$ cat config.mk
export PLATFORM = sky130hd
export DESIGN_NAME = button_debounce_edge_detector_top_flat
export DESIGN_NICKNAME = d
export VERILOG_FILES = /design/src/design/bde_pkg.sv /design/src/design/bde_channels_if.sv /design/src/design/button_debounce_edge_detector_top.sv /design/src/design/bde_csr.sv /design/src/design/bde_chan.sv /design/src/flat_wrapper.sv
export SDC_FILE = /design/constraint.sdc
export NUM_CORES = 1
export LEC_CHECK = 0
export BUFFER_PORTS_ARGS = -buffer_cell sky130_fd_sc_hd__buf_2
export CORE_MARGIN = 8
export CORE_UTILIZATION = 45
export DETAILED_ROUTE_END_ITERATION = 12
export SLEW_MARGIN = 20
export SYNTH_ARGS = -nofsm -noshare
export SYNTH_HDL_FRONTEND = slang
export SYNTH_SLANG_ARGS = --single-unit
$ cat constraint.sdc
create_clock -name clock -period 11 [get_ports clock]
set_input_delay 1.65 -clock clock [delete_from_list [all_inputs] [get_ports clock]]
set_output_delay 1.65 -clock clock [all_outputs]
set_load 0.02 [all_outputs]
$ cat src/design/bde_pkg.sv
// Shared types and constants for the button debouncer with edge detection.
`default_nettype none

package bde_pkg;

   // Widths fixed by the word format.
   localparam int FIELD_BITS = 4;
   localparam int TIME_BITS  = 32;
   localparam int DELAY_BITS = 16;
   localparam int ADDR_BITS  = 3;
   localparam int DATA_BITS  = 32;

   typedef logic [FIELD_BITS-1:0] mask_type;
   typedef logic [TIME_BITS-1:0]  stamp_type;
   typedef logic [DELAY_BITS-1:0] delay_type;

   // Reset value of both delay registers.
   localparam delay_type DEFAULT_DELAY_MS = 16'd50;

   // Register indexes, decoded from paddr[2].
   localparam logic REG_DEBOUNCE = 1'b0;
   localparam logic REG_RESPONSE = 1'b1;

   // Register values handed from the register block to the datapath.
   typedef struct packed {
      delay_type debounce_ms;
      delay_type response_interval_ms;
   } csr_type;

   // Stable bit of one channel before and after the current poll.
   typedef struct packed {
      logic stable_now;
      logic stable_next;
   } chan_status_type;

endpackage : bde_pkg

`default_nettype wire

$ cat src/design/bde_channels_if.sv
// Handshake interfaces for the poll channel and the result channel.
`default_nettype none

interface bde_req_if;
   import bde_pkg::*;

   logic      valid;
   logic      ready;
   mask_type  raw_levels;
   stamp_type now_ms;

   modport source (output valid, output raw_levels, output now_ms, input ready);
   modport sink   (input valid, input raw_levels, input now_ms, output ready);
endinterface : bde_req_if

interface bde_rsp_if;
   import bde_pkg::*;

   logic     valid;
   logic     ready;
   mask_type stable_mask;
   mask_type pressed_mask;
   mask_type held_mask;
   mask_type released_mask;
   logic     respond_flag;
   mask_type fire_mask;

   modport source (output valid, output stable_mask, output pressed_mask,
                   output held_mask, output released_mask, output respond_flag,
                   output fire_mask, input ready);
   modport sink   (input valid, input stable_mask, input pressed_mask,
                   input held_mask, input released_mask, input respond_flag,
                   input fire_mask, output ready);
endinterface : bde_rsp_if

`default_nettype wire

$ cat src/design/button_debounce_edge_detector_top.sv
// Top level of the button debouncer with edge detection and response pacing.
//
// The block takes one poll word per clock while the sink does not hold a
// result, and returns one result word per poll, in order. A poll is captured
// in an input register. When the output register is free or being taken, the
// per-button debounce cells and the response pacer update and the result
// lands in an output register. The rate of one word per cycle is set by each
// cell's stable bit, pending flag and timestamp being updated as a poll
// leaves the input register, ready for the next poll to read. While the
// result register is held by the sink, one further poll waits in the input
// register; then req_if.ready drops.
// Only the first min(NUM_CHANNELS, 4) buttons are present; the mask bits of
// the others read as zero. Registers: debounce_ms at byte address 0 and
// response_interval_ms at byte address 4, both 16 bits, reset to 50.
`default_nettype none

module button_debounce_edge_detector_top #(
   parameter int NUM_CHANNELS = 4
) (
   input  logic                          clock,
   input  logic                          reset,
   bde_req_if.sink                       req_if,
   bde_rsp_if.source                     rsp_if,
   input  logic                          psel,
   input  logic                          penable,
   input  logic                          pwrite,
   input  logic [bde_pkg::ADDR_BITS-1:0] paddr,
   input  logic [bde_pkg::DATA_BITS-1:0] pwdata,
   output logic [bde_pkg::DATA_BITS-1:0] prdata,
   output logic                          pready
);
   import bde_pkg::*;

   localparam int LIVE_CHANNELS = (NUM_CHANNELS < FIELD_BITS) ? NUM_CHANNELS : FIELD_BITS;

   csr_type         csr;
   chan_status_type status [FIELD_BITS];

   logic      in_valid_ff, in_valid_in;
   mask_type  in_levels_ff;
   stamp_type in_now_ff;
   logic      out_valid_ff, out_valid_in;
   logic      advance;
   logic      take;
   logic      accept;

   mask_type  stable_now;
   mask_type  stable_next;
   mask_type  pressed;
   stamp_type last_resp_ff, last_resp_in;
   stamp_type resp_elapsed;
   logic      respond;

   mask_type  stable_ff;
   mask_type  pressed_ff;
   mask_type  held_ff;
   mask_type  released_ff;
   logic      respond_ff;
   mask_type  fire_ff;

   // Register block.
   bde_csr u_csr (
      .clock   (clock),
      .reset   (reset),
      .psel    (psel),
      .penable (penable),
      .pwrite  (pwrite),
      .paddr   (paddr),
      .pwdata  (pwdata),
      .prdata  (prdata),
      .pready  (pready),
      .csr     (csr)
   );

   // Handshake: the input register moves on whenever the result register is free.
   assign advance      = !out_valid_ff || rsp_if.ready;
   assign take         = in_valid_ff && advance;
   assign req_if.ready = !in_valid_ff || advance;
   assign accept       = req_if.valid && req_if.ready;

   assign in_valid_in  = accept || (in_valid_ff && !advance);
   assign out_valid_in = take || (out_valid_ff && !rsp_if.ready);

   always_ff @(posedge clock) begin
      if (reset) begin
         in_valid_ff  <= 1'b0;
         out_valid_ff <= 1'b0;
      end else begin
         in_valid_ff  <= in_valid_in;
         out_valid_ff <= out_valid_in;
      end
   end

   always_ff @(posedge clock) begin
      if (accept) begin
         in_levels_ff <= req_if.raw_levels;
         in_now_ff    <= req_if.now_ms;
      end
   end

   // One debounce cell per present button; absent buttons read as released.
   for (genvar i = 0; i < FIELD_BITS; i++) begin : g_chan
      if (i < LIVE_CHANNELS) begin : g_live
         bde_chan u_chan (
            .clock       (clock),
            .reset       (reset),
            .enable      (take),
            .sample      (!in_levels_ff[i]),
            .now_ms      (in_now_ff),
            .debounce_ms (csr.debounce_ms),
            .status      (status[i])
         );
      end else begin : g_absent
         assign status[i] = '0;
      end
   end

   always_comb begin
      for (int i = 0; i < FIELD_BITS; i++) begin
         stable_now[i]  = status[i].stable_now;
         stable_next[i] = status[i].stable_next;
      end
   end

   assign pressed = stable_next & ~stable_now;

   // Response pacer: the window opens once the interval has elapsed.
   assign resp_elapsed = in_now_ff - last_resp_ff;
   assign respond      = resp_elapsed >= {{(TIME_BITS-DELAY_BITS){1'b0}},
                                          csr.response_interval_ms};
   assign last_resp_in = respond ? in_now_ff : last_resp_ff;

   always_ff @(posedge clock) begin
      if (reset) begin
         last_resp_ff <= '0;
      end else if (take) begin
         last_resp_ff <= last_resp_in;
      end
   end

   // Result register.
   always_ff @(posedge clock) begin
      if (take) begin
         stable_ff   <= stable_next;
         pressed_ff  <= pressed;
         held_ff     <= stable_next & stable_now;
         released_ff <= ~stable_next & stable_now;
         respond_ff  <= respond;
         fire_ff     <= respond ? pressed : '0;
      end
   end

   assign rsp_if.valid         = out_valid_ff;
   assign rsp_if.stable_mask   = stable_ff;
   assign rsp_if.pressed_mask  = pressed_ff;
   assign rsp_if.held_mask     = held_ff;
   assign rsp_if.released_mask = released_ff;
   assign rsp_if.respond_flag  = respond_ff;
   assign rsp_if.fire_mask     = fire_ff;

   // A poll leaving the input register always produces a result in the next cycle.
   a_take_gives_result: assert property (@(posedge clock) disable iff (reset)
      take |=> out_valid_ff)
      else $error("poll taken without a result following");

   // The stable mask of a result is exactly the pressed and held buttons.
   a_stable_split: assert property (@(posedge clock) disable iff (reset)
      out_valid_ff |-> (stable_ff == (pressed_ff | held_ff)))
      else $error("stable mask disagrees with pressed and held masks");

   // Fire events only come out of an open response window.
   a_fire_in_window: assert property (@(posedge clock) disable iff (reset)
      (out_valid_ff && !respond_ff) |-> (fire_ff == '0))
      else $error("fire mask set outside a response window");

   // The pacer only moves its timestamp when a poll is processed.
   a_pacer_quiet: assert property (@(posedge clock) disable iff (reset)
      (!take && !$past(reset)) |=> (last_resp_ff == $past(last_resp_ff)))
      else $error("response timestamp changed without a poll");

endmodule : button_debounce_edge_detector_top

`default_nettype wire

$ cat src/design/bde_csr.sv
// APB-style register block holding the debounce delay and the response interval.
`default_nettype none

module bde_csr (
   input  logic                         clock,
   input  logic                         reset,
   input  logic                         psel,
   input  logic                         penable,
   input  logic                         pwrite,
   input  logic [bde_pkg::ADDR_BITS-1:0] paddr,
   input  logic [bde_pkg::DATA_BITS-1:0] pwdata,
   output logic [bde_pkg::DATA_BITS-1:0] prdata,
   output logic                         pready,
   output bde_pkg::csr_type             csr
);
   import bde_pkg::*;

   delay_type debounce_ff, debounce_in;
   delay_type interval_ff, interval_in;
   logic      write_en;
   logic      reg_index;

   assign pready    = 1'b1;
   assign write_en  = psel && penable && pwrite;
   assign reg_index = paddr[2];

   // Register writes complete in the access phase.
   always_comb begin
      debounce_in = debounce_ff;
      interval_in = interval_ff;
      if (write_en) begin
         unique case (reg_index)
            REG_DEBOUNCE: debounce_in = pwdata[DELAY_BITS-1:0];
            REG_RESPONSE: interval_in = pwdata[DELAY_BITS-1:0];
            default:      ;
         endcase
      end
   end

   always_ff @(posedge clock) begin
      if (reset) begin
         debounce_ff <= DEFAULT_DELAY_MS;
         interval_ff <= DEFAULT_DELAY_MS;
      end else begin
         debounce_ff <= debounce_in;
         interval_ff <= interval_in;
      end
   end

   // Read-back of the addressed register.
   always_comb begin
      unique case (reg_index)
         REG_DEBOUNCE: prdata = {{(DATA_BITS-DELAY_BITS){1'b0}}, debounce_ff};
         REG_RESPONSE: prdata = {{(DATA_BITS-DELAY_BITS){1'b0}}, interval_ff};
         default:      prdata = '0;
      endcase
   end

   assign csr.debounce_ms          = debounce_ff;
   assign csr.response_interval_ms = interval_ff;

endmodule : bde_csr

`default_nettype wire

$ cat src/design/bde_chan.sv
// Debounce cell for one button: stable bit, pending flag and change timestamp.
`default_nettype none

module bde_chan (
   input  logic                     clock,
   input  logic                     reset,
   input  logic                     enable,
   input  logic                     sample,
   input  bde_pkg::stamp_type       now_ms,
   input  bde_pkg::delay_type       debounce_ms,
   output bde_pkg::chan_status_type status
);
   import bde_pkg::*;

   logic      stable_ff, stable_in;
   logic      pending_ff, pending_in;
   stamp_type start_ff, start_in;
   logic      differ;
   logic      armed;
   stamp_type elapsed;
   logic      expired;
   logic      flip;

   // A differing sample with no timer running starts the timer at this poll.
   assign differ   = sample != stable_ff;
   assign armed    = pending_ff || differ;
   assign start_in = (!pending_ff && differ) ? now_ms : start_ff;

   // The stable bit flips once the elapsed time strictly exceeds the delay and the sample still differs.
   assign elapsed = now_ms - start_in;
   assign expired = elapsed > {{(TIME_BITS-DELAY_BITS){1'b0}}, debounce_ms};
   assign flip    = armed && expired && differ;

   assign stable_in  = stable_ff ^ flip;
   assign pending_in = armed && !flip;

   always_ff @(posedge clock) begin
      if (reset) begin
         stable_ff  <= 1'b0;
         pending_ff <= 1'b0;
      end else if (enable) begin
         stable_ff  <= stable_in;
         pending_ff <= pending_in;
      end
   end

   // The timestamp is only read while the timer is pending.
   always_ff @(posedge clock) begin
      if (enable) begin
         start_ff <= start_in;
      end
   end

   assign status.stable_now  = stable_ff;
   assign status.stable_next = stable_in;

endmodule : bde_chan

`default_nettype wire
$ cat src/flat_wrapper.sv
// flat-port wrapper written by rule: the top's interface ports become plain ports
module button_debounce_edge_detector_top_flat import bde_pkg::*;
#(
   parameter int NUM_CHANNELS = 4
)
  (clock, reset, psel, penable, pwrite, paddr, pwdata, prdata, pready, req_if_valid, req_if_raw_levels, req_if_now_ms, req_if_ready, rsp_if_valid, rsp_if_stable_mask, rsp_if_pressed_mask, rsp_if_held_mask, rsp_if_released_mask, rsp_if_respond_flag, rsp_if_fire_mask, rsp_if_ready);
  bde_req_if req_if_i ();
  bde_rsp_if rsp_if_i ();
  input  logic clock;
  input  logic reset;
  input  logic psel;
  input  logic penable;
  input  logic pwrite;
  input  logic [bde_pkg::ADDR_BITS-1:0] paddr;
  input  logic [bde_pkg::DATA_BITS-1:0] pwdata;
  output logic [bde_pkg::DATA_BITS-1:0] prdata;
  output logic pready;
  input wire logic [$bits(req_if_i.valid)-1:0] req_if_valid;
  input wire logic [$bits(req_if_i.raw_levels)-1:0] req_if_raw_levels;
  input wire logic [$bits(req_if_i.now_ms)-1:0] req_if_now_ms;
  output wire logic [$bits(req_if_i.ready)-1:0] req_if_ready;
  output wire logic [$bits(rsp_if_i.valid)-1:0] rsp_if_valid;
  output wire logic [$bits(rsp_if_i.stable_mask)-1:0] rsp_if_stable_mask;
  output wire logic [$bits(rsp_if_i.pressed_mask)-1:0] rsp_if_pressed_mask;
  output wire logic [$bits(rsp_if_i.held_mask)-1:0] rsp_if_held_mask;
  output wire logic [$bits(rsp_if_i.released_mask)-1:0] rsp_if_released_mask;
  output wire logic [$bits(rsp_if_i.respond_flag)-1:0] rsp_if_respond_flag;
  output wire logic [$bits(rsp_if_i.fire_mask)-1:0] rsp_if_fire_mask;
  input wire logic [$bits(rsp_if_i.ready)-1:0] rsp_if_ready;
  assign req_if_i.valid = req_if_valid;
  assign req_if_i.raw_levels = req_if_raw_levels;
  assign req_if_i.now_ms = req_if_now_ms;
  assign req_if_ready = req_if_i.ready;
  assign rsp_if_valid = rsp_if_i.valid;
  assign rsp_if_stable_mask = rsp_if_i.stable_mask;
  assign rsp_if_pressed_mask = rsp_if_i.pressed_mask;
  assign rsp_if_held_mask = rsp_if_i.held_mask;
  assign rsp_if_released_mask = rsp_if_i.released_mask;
  assign rsp_if_respond_flag = rsp_if_i.respond_flag;
  assign rsp_if_fire_mask = rsp_if_i.fire_mask;
  assign rsp_if_i.ready = rsp_if_ready;
  button_debounce_edge_detector_top #(.NUM_CHANNELS(NUM_CHANNELS)) u_core (.clock(clock), .reset(reset), .req_if(req_if_i), .rsp_if(rsp_if_i), .psel(psel), .penable(penable), .pwrite(pwrite), .paddr(paddr), .pwdata(pwdata), .prdata(prdata), .pready(pready));
endmodule
==> results of run 1 <==
[logic make-up after synthesis]
logic type / count (synthesis) / share of synthesized area
XOR/XNOR: 144 / 0.0563
buffers and inverters: 348 / 0.0617
AND/OR/NAND/NOR: 931 / 0.194
other: 2 / 0.000324
multiplexers: 130 / 0.0564
adder cells (fa/ha/maj): 209 / 0.112
AO/OA/AOI/OAI: 766 / 0.216
flip-flops: 259 / 0.303
[per-layer routing]
metal  track usage  routed length, µm  up-vias
met1         0.278              30400     9861
met5             0                  0        -
met2         0.391              32500      517
met3        0.0258               2680      137
met4        0.0896               2560        0
li1              -                  -    10100
[synthesized netlist by cell type, types with 8 or more instances]
library cell / n / area (µm²)
sky130_fd_sc_hd__a2111oi_0: 8 / 70.1
sky130_fd_sc_hd__a211o_1: 8 / 70.1
sky130_fd_sc_hd__a211oi_1: 24 / 180
sky130_fd_sc_hd__a21boi_0: 11 / 82.6
sky130_fd_sc_hd__a21o_1: 76 / 571
sky130_fd_sc_hd__a21oi_1: 210 / 1050
sky130_fd_sc_hd__a221oi_1: 8 / 70.1
sky130_fd_sc_hd__a311oi_1: 11 / 96.3
sky130_fd_sc_hd__a31oi_1: 25 / 156
sky130_fd_sc_hd__and2_1: 20 / 125
sky130_fd_sc_hd__and3_1: 15 / 93.8
sky130_fd_sc_hd__and4_1: 9 / 78.8
sky130_fd_sc_hd__buf_1: 11 / 41.3
sky130_fd_sc_hd__buf_2: 22 / 110
sky130_fd_sc_hd__buf_4: 18 / 135
sky130_fd_sc_hd__clkbuf_1: 90 / 338
sky130_fd_sc_hd__dfxtp_1: 74 / 1480
sky130_fd_sc_hd__edfxtp_1: 185 / 5560
sky130_fd_sc_hd__ha_1: 195 / 2440
sky130_fd_sc_hd__inv_1: 201 / 754
sky130_fd_sc_hd__maj3_1: 12 / 120
sky130_fd_sc_hd__mux2i_1: 124 / 1240
sky130_fd_sc_hd__nand2_1: 333 / 1250
sky130_fd_sc_hd__nand2b_1: 63 / 394
sky130_fd_sc_hd__nand3_1: 55 / 275
sky130_fd_sc_hd__nand4_1: 47 / 294
sky130_fd_sc_hd__nor2_1: 205 / 769
sky130_fd_sc_hd__nor2b_1: 61 / 382
sky130_fd_sc_hd__nor3_1: 39 / 195
sky130_fd_sc_hd__nor4_1: 24 / 150
sky130_fd_sc_hd__nor4b_1: 10 / 87.6
sky130_fd_sc_hd__o2111ai_1: 11 / 96.3
sky130_fd_sc_hd__o211ai_1: 22 / 165
sky130_fd_sc_hd__o21a_1: 39 / 293
sky130_fd_sc_hd__o21ai_0: 174 / 871
sky130_fd_sc_hd__o21bai_1: 18 / 135
sky130_fd_sc_hd__o221ai_1: 13 / 114
sky130_fd_sc_hd__o22ai_1: 10 / 62.6
sky130_fd_sc_hd__o31ai_1: 15 / 113
sky130_fd_sc_hd__or3_1: 12 / 75.1
sky130_fd_sc_hd__xnor2_1: 82 / 718
sky130_fd_sc_hd__xor2_1: 59 / 517
[worst min-delay path: stages, from the launching register on]
cell,delay (ns)
sky130_fd_sc_hd__dfxtp_1,0.30
sky130_fd_sc_hd__nand2_1,0.05
sky130_fd_sc_hd__a21oi_1,0.05
[flip-flops by register name, summed over array words and instances (netlist names), 4 cells and up, named ones only]
name / count
u_core.rsp_if.pressed_mask: 4
u_core.rsp_if.held_mask: 4
u_core.last_resp_ff: 32
u_core.rsp_if.stable_mask: 4
u_core.rsp_if.fire_mask: 4
u_core.rsp_if.released_mask: 4
u_core.in_levels_ff: 4
u_core.g_chan.g_live.u_chan.start_ff: 128
u_core.u_csr.interval_ff: 16
u_core.g_chan.g_live.u_chan.stable_ff: 4
u_core.u_csr.debounce_ff: 16
u_core.in_now_ff: 32
[power groups by stage]
stage	logic, mW	clock network [mW]	registers (mW)
5_1_grt	1.52	1.21	1.18
6_report	1.36	1.14	1.17
3_5_place_dp	1.34	0	1.19
2_1_floorplan	1.03	0	1.17
4_1_cts	1.35	1.17	1.17
3_3_place_gp	1.33	0	1.19
[stage by stage]
stage	worst slack (ns)	total power [mW]	utilization	cell area (µm²)	std cells
after floorplan	4.58	2.21	-	23200	2804
after global placement	3.59	2.52	0.472	24100	3460
after detailed placement	3.54	2.53	0.472	24100	3460
after CTS	3.49	3.70	0.495	25300	3521
after global routing	2.99	3.90	0.495	25300	3521
final	3.60	3.68	0.495	25300	3521
[layout by cell type, fill, tap and decap left out, types with 18 or more instances in the layout]
master / Yosys / layout
sky130_fd_sc_hd__a211oi_1: 24 / 24
sky130_fd_sc_hd__a31oi_1: 25 / 25
sky130_fd_sc_hd__nor2b_1: 61 / 61
sky130_fd_sc_hd__dfxtp_1: 74 / 74
sky130_fd_sc_hd__nor4_1: 24 / 23
sky130_fd_sc_hd__nand3_1: 55 / 55
sky130_fd_sc_hd__and2_1: 20 / 19
sky130_fd_sc_hd__o21a_1: 39 / 39
sky130_fd_sc_hd__mux2i_1: 124 / 124
sky130_fd_sc_hd__o21bai_1: 18 / 18
sky130_fd_sc_hd__nor3_1: 39 / 39
sky130_fd_sc_hd__xnor2_1: 82 / 82
sky130_fd_sc_hd__a21o_1: 76 / 76
sky130_fd_sc_hd__nand4_1: 47 / 47
sky130_fd_sc_hd__nand2b_1: 63 / 61
sky130_fd_sc_hd__buf_2: 22 / 98
sky130_fd_sc_hd__xor2_1: 59 / 59
sky130_fd_sc_hd__o21ai_0: 174 / 174
sky130_fd_sc_hd__nand2_1: 333 / 332
sky130_fd_sc_hd__a21oi_1: 210 / 210
sky130_fd_sc_hd__inv_1: 201 / 201
sky130_fd_sc_hd__nor2_1: 205 / 203
sky130_fd_sc_hd__edfxtp_1: 185 / 185
sky130_fd_sc_hd__ha_1: 195 / 195
sky130_fd_sc_hd__clkbuf_16: 0 / 36
sky130_fd_sc_hd__o211ai_1: 22 / 22
sky130_fd_sc_hd__buf_4: 18 / 23
[path summary, 6_finish.rpt]
kind,slack (ns),endpoint
setup / recovery,3.60,u_core.rsp_if.fire_mask[2]
hold / removal,0.45,u_core.u_csr.debounce_ff[6]
setup reg to reg,3.60,u_core.rsp_if.fire_mask[2]
hold reg to reg,0.45,u_core.u_csr.debounce_ff[6]
[final cells by class]
type,instances,share of cell area
timing repair buffer,121,0.0262
sequential,259,0.278
tap,680,0.0337
inverter,203,0.0304
clock inverter,14,0.00659
clock buffer,47,0.0385
multi-input combinational,2197,0.586
==> reports/metrics.cfg, run 1 <==
[synthesis]
postSynth.topFlopCell = sky130_fd_sc_hd__edfxtp_1
yosys_warns = 0
netlist-cell-type-count = 99
synth_seq_area_share = 0.303
average_footprint_of_a_synthesized_cell_um2 = 8.32
synth-edff-count = 185
syn-instance-count = 2789
netlist_area_um2 = 23200
ys_ff_latch = 259
synth-async-reset-ratio = 0

[sta]
holdWs_ns = 0.454
timing.clock.skew_ns = 0.0211
period_minus_slack_ns = 7.40
worst_slew_margin_rel = 0.345
worst_pin_slew_ns = 0.974
rsz0062_at_grt = false
setup-violations-final = 0
timing.final.max_slew_violations = 0
hold_violations = 0
max_freq_mhz = 135
tns_ns = 0
tcrit_tclk_final = 0.673

[final_layout]
number_of_diodes = 0
multi_input_comb_area_um2 = 14800
flow.area_growth_from_synthesis_pct = 8.96
finalNetCount = 3090
post_route_cells_drive_above_1_share = 0.0792
nFillCells = 5053
ff_latch_area_um2 = 7040

[clocking]
clockBufferDepth = 3
clk_pin_slew_ns = 0.06
numCtsBuffers = 34
resized_after_cts = 0
clk_latency_ns = 0.56
postCtsSetupBuffers = 0
clock_sinks = 259
clock_tree.htree_level_count = 2
clockRootBuffer = sky130_fd_sc_hd__clkbuf_16
tritoncts = yes
hold_buffers = 0

[route]
drt_pre_antenna_iters = 6
post_drt_via_cell_ratio = 5.87
route.vias.total = 20700
avgRoutedWirePerCell_um = 19.4
drc = 0
wl_um = 68100
final_antenna_net_count = 0
drt_iter0_markers = 1206

[setup_path]
critical_path_peak_fanout = 51
cp-startpoint = u_core.in_levels_ff[2]
timing.critical_path.max_delay_family = compound AO/OA/AOI/OAI gates
rr_startpoint = u_core.in_levels_ff[2]
max_stage_delay_ns = 0.50
critPathSlowestCell = sky130_fd_sc_hd__buf_4
crit_cells = 24
path_buf_inv = 1
critical_path_arrival_ns = 7.71
number_of_cells_on_the_worst_reg_to_reg_path = 24
end_kind = flop
path_common_cell = sky130_fd_sc_hd__nand4_1
worstPathCellList = xor2_1 > nand2b_2 > buf_4 > o21ai_0 > ha_1 > a21boi_0 > o31ai_1 > maj3_1 > a211oi_2 > nand4_1 > a21oi_1 > nor2b_1 > xnor2_1 > ha_1 > and4_1 > a221oi_1 > a22oi_1 > a2111o_1 > nor3_1 > nand4_1 > nor4_1 > nand4_1 > nor3b_1 > and2_1
worstSetupStartpointType = flop
worstPathRequired_ns = 11.31
timing.setup.critical_path_class = flop to flop

[floorplan]
rows = 83
ioPinCount = 134
fp.coreArea_um2 = 51100
die-height_um = 243
die_x_um = 243
die-area_um2 = 59100
initial_core_util = 0.454

[pwr]
p_int_mw = 2.34
clockPowerShare = 0.311
combinationalPowerShare = 0.370
worst_ir_drop_vdd_v = 0.000110
powerDensity_nw_per_um2 = 146
net_sw_frac = 0.364
p_sw_mw = 1.34
leakage_nw = 10.2
pwr-share-seq = 0.319

[run_status]
outcome = complete, no violations

[min_path]
holdPathStages = 2
min-delay-start = u_core.u_csr.debounce_ff[6]
min_delay_worst_type = flop to flop

[global_route]
grt_remaining_overflow = 0
pin_count_of_the_biggest_net_entering_global_routing = 88
grt_use_total = 0.224
grt_pass1_wl_um = 108000
grt_antenna_before_repair = 0
grt_pass1_vias = 20500

[placed_design]
detailed_place_hpwl_um = 52700
gp_routability_congestion = 0.901
portBuffers = 98

[job]
max_cap_viols = 0

No activity file was read; power rests on OpenSTA's default activity.
==> run 2: changes to the inputs <==
clock period = 6.5 ns   (was 11 ns; I/O delays follow)
==> run 2 against run 1 <==
Clock power is 73% higher. Die area stayed put. Non-clock buffer count is 37 higher. Combinational power is 73% higher. First-iteration DRC count is 2.9% lower. Highest routed layer unchanged.
==> reports/metrics.cfg, run 2 (same netlist as run 1, synthesis figures left out) <==
[placed_design]
portBuffers = 98  ; unchanged
post-place-cells = 3497  ; +1.1%
gp_routability_congestion = 0.962  ; +6.8%
detailed_place_hpwl_um = 54500  ; +3.3%

[final_layout]
largest_register = u_core.g_chan.g_live.u_chan.start_ff
layout.cells.most_common_list = sky130_fd_sc_hd__nand2_1, sky130_fd_sc_hd__a21oi_1, sky130_fd_sc_hd__nor2_1
flow.area_growth_from_synthesis_pct = 10.4
largest_reg_flops = 128  ; unchanged
largestRegisters = u_core.g_chan.g_live.u_chan.start_ff x128, u_core.in_now_ff x32, u_core.last_resp_ff x32
number_of_diodes = 0  ; unchanged
post_route_cells_drive_above_1_share = 0.0938  ; +0.0147
finalNetCount = 3127  ; +1.2%
layout_commonest_cell = sky130_fd_sc_hd__nand2_1
layout.cells.non_filler = 3557  ; +1.0%
nFillCells = 5019  ; -0.67%

[job]
max_cap_viols = 0  ; unchanged

[global_route]
grt_antenna_before_repair = 0  ; unchanged
pin_count_of_the_biggest_net_entering_global_routing = 88  ; unchanged
grt_pass1_vias = 20700  ; +0.77%
grt_use_total = 0.228  ; +0.00417
grt_remaining_overflow = 0  ; unchanged
grt_pass1_wl_um = 110000  ; +1.7%

[floorplan]
initial_core_util = 0.454  ; unchanged
fp.coreArea_um2 = 51100  ; unchanged
rows = 83  ; unchanged
die-height_um = 243  ; unchanged
die-area_um2 = 59100  ; unchanged
die_x_um = 243  ; unchanged
ioPinCount = 134  ; unchanged

[sta]
timing.clock.skew_ns = 0.0150  ; -0.00607 ns
worst_pin_slew_ns = 0.965  ; -0.00930 ns
rsz0062_at_grt = false
tns_ns = 0  ; unchanged
tcrit_tclk_final = 0.943  ; +0.270
worst_slew_margin_rel = 0.340  ; -0.00489
timing.final.max_slew_violations = 0  ; unchanged
period_minus_slack_ns = 6.13  ; -1.27 ns
max_freq_mhz = 163  ; +21%
setup-violations-final = 0  ; unchanged
holdWs_ns = 0.452  ; -0.00127 ns
hold_violations = 0  ; unchanged

[clocking]
clockBufferDepth = 3  ; unchanged
clock_sinks = 259  ; unchanged
postCtsSetupBuffers = 0  ; unchanged
clockRootBuffer = sky130_fd_sc_hd__clkbuf_16
hold_buffers = 0  ; unchanged
numCtsBuffers = 34  ; unchanged
clk_latency_ns = 0.55  ; about the same
clock_tree.htree_level_count = 2  ; unchanged
tritoncts = yes
clk_pin_slew_ns = 0.06  ; about the same

[pwr]
worst_ir_drop_vdd_v = 0.000163  ; +48%
leakage_nw = 10.4  ; +1.8%
powerDensity_nw_per_um2 = 246  ; +69%
totalPowerFinal_mw = 6.31  ; +71%

[setup_path]
number_of_cells_on_the_worst_reg_to_reg_path = 25  ; +4.2%
critPathSlowestCell = sky130_fd_sc_hd__edfxtp_1
worstPathRequired_ns = 6.80  ; -4.51 ns
critical_path_arrival_ns = 6.43  ; -1.28 ns
path_buf_inv = 1  ; unchanged
critical_path_peak_fanout = 7  ; -86%
worstSetupStartpointType = flop
timing.critical_path.max_delay_family = simple AND/OR/NAND/NOR gates
max_stage_delay_ns = 0.46  ; -0.04 ns
end_kind = flop
path_common_cell = sky130_fd_sc_hd__nand4_1
crit_cells = 25  ; +4.2%
timing.setup.critical_path_class = flop to flop

[min_path]
min_delay_worst_type = flop to flop
holdPathStages = 2  ; unchanged

[route]
final_antenna_net_count = 0  ; unchanged
drt_iter0_markers = 1171  ; -2.9%
post_drt_via_cell_ratio = 5.82  ; -0.88%
avgRoutedWirePerCell_um = 19.5  ; +0.81%
route.vias.total = 20700  ; +0.14%
drc = 0  ; unchanged
wl_um = 69400  ; +1.8%
drt_pre_antenna_iters = 6  ; unchanged

[run_status]
outcome = complete, no violations

## run 2: cell count changes in the layout (fill, tap and decap cells not counted), moves of 2 or more
| cell | before | now |
|---|---|---|
| sky130_fd_sc_hd__clkinv_1 | 3 | 5 |
| sky130_fd_sc_hd__clkbuf_1 | 8 | 4 |
| sky130_fd_sc_hd__nor4_2 | 0 | 2 |
| sky130_fd_sc_hd__buf_12 | 0 | 2 |
| sky130_fd_sc_hd__clkinv_8 | 2 | 0 |
| sky130_fd_sc_hd__clkinvlp_4 | 1 | 4 |
| sky130_fd_sc_hd__buf_4 | 23 | 58 |
| sky130_fd_sc_hd__bufinv_16 | 3 | 5 |
## run 2: layer usage
| layer | vias up | GRT usage | share of wire |
|---|---|---|---|
| met4 | 0 | 0.0853 | 0.037 |
| met2 | 557 | 0.394 | 0.48 |
| met5 | - | 0 | 0 |
| li1 | 10200 | - | - |
| met1 | 9804 | 0.288 | 0.44 |
| met3 | 114 | 0.0286 | 0.046 |
## run 2: final cells by class
type                    instances  area (µm²)  area share
repair buffers                158         966      0.0377
multi-input cells            2197       14800       0.579
well taps                     680         851      0.0332
inverters                     203         771      0.0301
clock buffers                  41         918      0.0359
clock inverters                19         225     0.00880
flip-flops and latches        259        7040       0.275
## run 2: path summary, 6_finish.rpt
kind	to	start	slack (ns)
worst max-delay path	u_core.rsp_if.fire_mask[2]	u_core.in_levels_ff[2]	0.37
worst max register to register	u_core.rsp_if.fire_mask[2]	u_core.in_levels_ff[2]	0.37
worst min register to register	u_core.u_csr.debounce_ff[7]	u_core.u_csr.debounce_ff[7]	0.45
worst min-delay path	u_core.u_csr.debounce_ff[7]	u_core.u_csr.debounce_ff[7]	0.45
## run 2: where the power goes
part           total (mW)  switching, mW  leakage [nW]  internal [mW]
clock                1.97          0.770         0.553           1.20
combinational        2.35           1.42          7.51          0.932
sequential           1.98         0.0913          2.35           1.89
## run 2: per-stage QoR
step | utilization | setup WS (ns) | instance area [µm²]
2_1_floorplan | - | 0.353 | 23200
6_report | 0.501 | 0.370 | 25600
3_3_place_gp | 0.478 | 0.343 | 24400
5_1_grt | 0.501 | 0.00170 | 25600
3_5_place_dp | 0.478 | 0.226 | 24400
4_1_cts | 0.500 | 0.183 | 25600
## run 2: repair_timing
| action | CTS | global route |
|---|---|---|
| endpoints found under the hold margin | 0 | 0 |
| resized for setup | 0 | 8 |
| endpoints found under the setup margin | 0 | 41 |
## run 2: worst min-delay path, cell delays in order (launching register included)
cell	delay [ns]
sky130_fd_sc_hd__dfxtp_1	0.31
sky130_fd_sc_hd__nand2_1	0.05
sky130_fd_sc_hd__a21oi_1	0.05
